File: src/hw/rtl/dvc_pkg.sv
package dvc_pkg;

    // Request on the input channel
    typedef struct packed {
        logic        command;
        logic [63:0] value;
    } dvc_in_t;

    // Result on the output channel
    typedef struct packed {
        logic [63:0] entry_value;
        logic [31:0] entry_count;
        logic [5:0]  entry_index;
        logic [2:0]  status;
        logic        last;
    } dvc_out_t;

    // Input command codes
    localparam logic CMD_ADD  = 1'b0;
    localparam logic CMD_DUMP = 1'b1;

    // Result status codes
    localparam logic [2:0] ST_MATCH  = 3'd0;
    localparam logic [2:0] ST_INSERT = 3'd1;
    localparam logic [2:0] ST_FULL   = 3'd2;
    localparam logic [2:0] ST_DUMP   = 3'd3;
    localparam logic [2:0] ST_EMPTY  = 3'd4;

    // Controller states
    typedef enum logic [2:0] {
        S_IDLE,
        S_SCAN,
        S_MATCH,
        S_NOMATCH,
        S_DUMP_RD,
        S_DUMP_OUT,
        S_EMPTY
    } dvc_state_t;

    // Kind of result the datapath loads into its output register
    typedef enum logic [2:0] {
        EMIT_NONE,
        EMIT_MATCH,
        EMIT_INSERT,
        EMIT_FULL,
        EMIT_DUMP,
        EMIT_EMPTY
    } dvc_emit_t;

    // Controller to datapath
    typedef struct packed {
        logic      load;
        logic      rd_en;
        dvc_emit_t emit;
    } dvc_cmd_t;

    // Datapath to controller
    typedef struct packed {
        logic used_zero;
        logic scan_done;
        logic cmp_valid;
        logic cmp_hit;
        logic cmp_last;
        logic out_free;
    } dvc_status_t;

endpackage

File: src/hw/rtl/dvc_ctrl.sv
module dvc_ctrl (
    input  logic                aclk,
    input  logic                aresetn,
    input  logic                s_valid,
    output logic                s_ready,
    input  logic                in_command,
    input  dvc_pkg::dvc_status_t stat,
    output dvc_pkg::dvc_cmd_t    cmd
);
    import dvc_pkg::*;

    dvc_state_t state_reg;
    dvc_state_t state_next;
    logic       accept;

    assign accept = s_valid && s_ready;

    // Hold state
    always_ff @(posedge aclk) begin
        if (!aresetn) begin
            state_reg <= S_IDLE;
        end else begin
            state_reg <= state_next;
        end
    end

    // Next state
    always_comb begin
        state_next = state_reg;
        case (state_reg)
            S_IDLE: begin
                if (accept) begin
                    if (in_command == CMD_DUMP) begin
                        state_next = stat.used_zero ? S_EMPTY : S_DUMP_RD;
                    end else begin
                        state_next = stat.used_zero ? S_NOMATCH : S_SCAN;
                    end
                end
            end
            S_SCAN: begin
                if (stat.cmp_valid && stat.cmp_hit) begin
                    state_next = S_MATCH;
                end else if (stat.cmp_valid && stat.cmp_last) begin
                    state_next = S_NOMATCH;
                end
            end
            S_MATCH, S_NOMATCH, S_EMPTY: begin
                if (stat.out_free) begin
                    state_next = S_IDLE;
                end
            end
            S_DUMP_RD: begin
                state_next = S_DUMP_OUT;
            end
            S_DUMP_OUT: begin
                if (stat.out_free) begin
                    state_next = stat.cmp_last ? S_IDLE : S_DUMP_RD;
                end
            end
            default: begin
                state_next = S_IDLE;
            end
        endcase
    end

    // Outputs
    always_comb begin
        s_ready   = 1'b0;
        cmd.load  = 1'b0;
        cmd.rd_en = 1'b0;
        cmd.emit  = EMIT_NONE;
        case (state_reg)
            S_IDLE: begin
                s_ready  = 1'b1;
                cmd.load = accept;
            end
            S_SCAN: begin
                // stop issuing reads once a hit shows up
                cmd.rd_en = !stat.scan_done && !(stat.cmp_valid && stat.cmp_hit);
            end
            S_MATCH: begin
                if (stat.out_free) cmd.emit = EMIT_MATCH;
            end
            S_NOMATCH: begin
                // the datapath turns an insert into a drop when full
                if (stat.out_free) cmd.emit = EMIT_INSERT;
            end
            S_DUMP_RD: begin
                cmd.rd_en = 1'b1;
            end
            S_DUMP_OUT: begin
                if (stat.out_free) cmd.emit = EMIT_DUMP;
            end
            S_EMPTY: begin
                if (stat.out_free) cmd.emit = EMIT_EMPTY;
            end
            default: begin
                s_ready = 1'b0;
            end
        endcase
    end

endmodule

File: config.mk
export PLATFORM = sky130hd
export DESIGN_NAME = dvc_ctrl
export DESIGN_NICKNAME = d
export VERILOG_FILES = /design/src/hw/rtl/dvc_pkg.sv /design/src/hw/rtl/dvc_ctrl.sv
export SDC_FILE = /design/constraint.sdc
export NUM_CORES = 1
export LEC_CHECK = 0
export BUFFER_PORTS_ARGS = -buffer_cell sky130_fd_sc_hd__buf_2
export CAP_MARGIN = 20
export CORE_AREA = 2 2 39 41
export CTS_BUF_LIST = sky130_fd_sc_hd__clkbuf_8
export CTS_CLUSTER_SIZE = 28
export DETAILED_ROUTE_END_ITERATION = 12
export DIE_AREA = 0 0 41 43
export PLACE_DENSITY = 0.47
export SYNTH_ARGS = -nofsm -noshare
export SYNTH_HDL_FRONTEND = slang
export SYNTH_SLANG_ARGS = --single-unit
File: constraint.sdc
create_clock -name aclk -period 1.3 [get_ports aclk]
set_input_delay 0.195 -clock aclk [delete_from_list [all_inputs] [get_ports aclk]]
set_output_delay 0.195 -clock aclk [all_outputs]
set_load 0.02 [all_outputs]
Word level (Yosys, flattened, before mapping)
Cells that the tools add are included.
Storage, ports and cells
  logic and storage cells: 38
  output and inout bits: 6
  register bits after elaboration: 3
  bits of input ports: 10
Operators by class
  reduce and logical (&&, ||, !) cells: 9
  multiplexer cells: 18
  equality and inequality tests: 10
Operators with widths (count)
  2-to-1 mux 3 bit: 9
  case mux 3 bit (5 select lines): 1
  case mux 3 bit (4 select lines): 1
  == test 3 bit (second input constant): 3
  == test 3 x 2 -> 1 bit (second input constant): 2
  2-to-1 mux 2 bit: 3
  != test 2 bit (second input constant): 3
  logical AND 1 bit: 4
  AND reduction 4 bit: 1
  == test 3 x 1 -> 1 bit (second input constant): 1
  logical NOT 3 bit: 1
  2-to-1 mux 1 bit: 3
  != test 3 bit (second input constant): 1
  OR reduction 3 bit: 1
  logical NOT 1 bit: 2
  case mux 1 bit (2 select lines): 1

Logic depth before layout (Yosys ltp)
  word-level depth: 5
  depth in mapped cells: 5
  gate-level depth less buffers: 4

Worst setup path after synthesis
Ideal clock, no wire load.
  path kind: register -> output
  from: reg state_reg[2]
  to: out cmd[4] in the netlist's numbering
  required time: 1105 ps
  buffers on the path: 1
  arrival time: 1322 ps
  setup slack: -217 ps
  cell stages (with the launch flop): 4
  cell sequence: dfxtp_1 -> buf_6 -> nor3_1 -> and2_1
RTL lines
  start: declaration: RTL line dvc_ctrl.sv:12  | dvc_state_t state_reg;
  start signal: assignment: RTL line dvc_ctrl.sv:23  | state_reg <= state_next;
  end: declaration: RTL line dvc_ctrl.sv:8  | output dvc_pkg::dvc_cmd_t cmd

==> out/metrics.cfg <==
[setup_path]
cp_slowest_stage_delay_ns=0.35
path_cells=a2111oi_4 -> a21oi_1 -> nor2_1 -> buf_4
start_kind=flip-flop
crit_slowest_cell=dfxtp_4
crit_path_end_kind=output port
cp.required_ns=1.11
cp_top_family=flip-flops
cp_max_fo=3
r2r-start=state_reg[0]
r2r_cells=6
path_buf_inv=1
ff2ff_setup_slack_ns=0.06
r2r-end=state_reg[1]
crit_arrival_ns=1.12
crit_type=reg -> out

[sta]
worst_pin_slew_ns=0.321
holdWs_ns=0.281
fin_ws_ns=-0.0158
max_freq_mhz=760
hold_viol=0
setup_viol=1
grt_setup_unrepaired=yes
period_needed_ns=1.32
fin_worst_skew_ns=0.00130
finalCritPeriodShare_pct=101
drv_slew=0
relSlewSlack_pct=78.3

[clocking]
tritoncts=built
clk_pin_slew_ns=0.03
root_buffer=clkbuf_8
cts_buffers=3
clock-sinks=3
cts_max_level=1
insertion_delay_ns=0.21
clockBufferDepth=2

[placement]
dpl_cell_area_um2=395
gp_congestion=0.715
numPortBuffers=15
dp_hpwl_um=639
pre_cts_ws_ns=0.0835

[route]
totalWireLength_um=879
post_drt_wl_per_cell_um=11.1
first_pass_iters=2
drc=0
vias_per_cell=4.44
ant_nets=0
vias=351
first_iter_violations=7

[worst_hold_path]
holdPathStages=3
hold_end=state_reg[1]
min-delay-start=aresetn
min_path_type=in -> reg

[synthesis]
avgSynthCellArea_um2=7.38
syn_area_um2=295
yosys_warnings=0
synth.distinct_cells=21
synth_nets=50
ys_ff_latch=3
yosysSeqAreaShare_pct=20.3
netlist_instances=40

[cells_and_area]
design_area_um2=544
antenna_cells=0
post-route-util_pct=39.3
synthToLayoutAreaGrowth_pct=84.3
fin_nets=74
drive_gt1_share_pct=61.9
largest_reg_flops=3

[floorplanning]
core_area_um2=1380
dieHeight_um=43
num_io_pins=16
rows=14
initial_core_util_pct=21.3
die_x_um=41
dieArea_um2=1760

[run_status]
status=finished with violations
violations=negative setup slack

[pwr]
ir_drop_mv=0.549
power_uw=887
leakage_uw=0.000255
pwr_density_cell_nw_per_um2=1630

[grt]
grt_pass1_vias=312
grt_pass1_wl_um=1310
grt_max_degree=8
grt_usage_pct=11.3
gr-total-overflow=0
antenna_found_initial=0

[run]
maxCapViolations=0

==> final cells by class <==
| type | instances | area (um^2) |
|---|---|---|
| multi-input combinational | 32 | 256 |
| timing repair buffer | 22 | 149 |
| sequential | 3 | 66.3 |
| inverter | 2 | 7.51 |
| clock inverter | 1 | 3.75 |
| clock buffer | 3 | 41.3 |
| fill | 153 | 840 |
| tap | 16 | 20.0 |
==> synth_stat cells <==
library cell	instances	area [um^2]
nand2_1	8	30.0
dfxtp_1	3	60.1
mux2i_1	3	30.0
nand3_1	3	15.0
nor2_1	3	11.3
a21oi_1	2	10.0
buf_6	2	22.5
inv_2	2	7.51
nor3_1	2	10.0
a2111oi_2	1	15.0
a21o_1	1	7.51
and2_1	1	6.26
and3_1	1	6.26
buf_4	1	7.51
nand2_2	1	6.26
o21ai_0	1	5.00
o21ai_2	1	8.76
o221ai_1	1	8.76
o311a_1	1	10.0
xnor2_1	1	8.76
xor2_1	1	8.76
==> worst register-to-register path: stages, from the launching register on <==
cell and delay (ns):
dfxtp_2 0.34, buf_6 0.13, buf_4 0.11, nand2_2 0.06, xnor2_2 0.14, o21ai_4 0.18
mux2i_1 0.20
==> cells in the final DEF, fill, tap and decap left out, drive strengths merged <==
master	instances
buf	22
nand2	9
mux2i	3
clkbuf	3
inv	3
nor2	3
nand3	3
dfxtp	3
a21oi	2
nor3	2
o21ai	2
xor2	1
and3	1
a2111oi	1
and2	1
o311a	1
o221ai	1
xnor2	1
a21o	1
==> through the flow <==
stage / instances / setup TNS [ns]
2_1_floorplan: 40 / -0.0113
3_3_place_gp: 72 / 0
3_5_place_dp: 72 / 0
4_1_cts: 77 / -0.0510
5_1_grt: 79 / -0.238
6_report: 79 / -0.0158
==> kinds of logic (layout without fill, tap and decap cells) <==
group	after synthesis	in the layout	share of synthesized area, %
AOI/OAI and AO/OA	8	8	22.0
DFF	3	3	20.3
xor gates and xnor gates	2	2	5.93
muxes	3	3	10.2
and+or+nand+nor	19	19	28.8
buffers and inverters	5	28	12.7
==> power by group <==
group	switching, uW	internal (uW)	total (uW)	leakage [uW]
registers	38.6	121	160	0.0000261
clock network	55.5	200	256	0.0000269
logic	237	235	472	0.000202
==> routing by layer <==
layer	GRT usage, %	share of wire (%)
met5	0	0
met2	16.3	49
met3	4.71	7.2
met1	13.8	44
met4	6.00	0
==> repair_timing <==
action,4_1_cts,5_1_grt
hold buffers,0,0
gates resized for setup,11,9
pin swaps,5,4
setup buffers,1,2
endpoints found under the setup margin,5,8
==> worst max-delay path by stage <==
stage,startpoint,to,slack [ns],cells after the start
2_1_floorplan,state_reg[2],cmd[4],-0.008,3
3_3_place_gp,state_reg[2],cmd[4],0.09,4
3_5_place_dp,state_reg[0],state_reg[1],0.08,5
4_1_cts,state_reg[2],cmd[3],-0.04,4
5_1_grt,state_reg[2],cmd[3],-0.11,4
6_report,state_reg[2],cmd[3],-0.02,4
(Power assumes the default switching activity.)
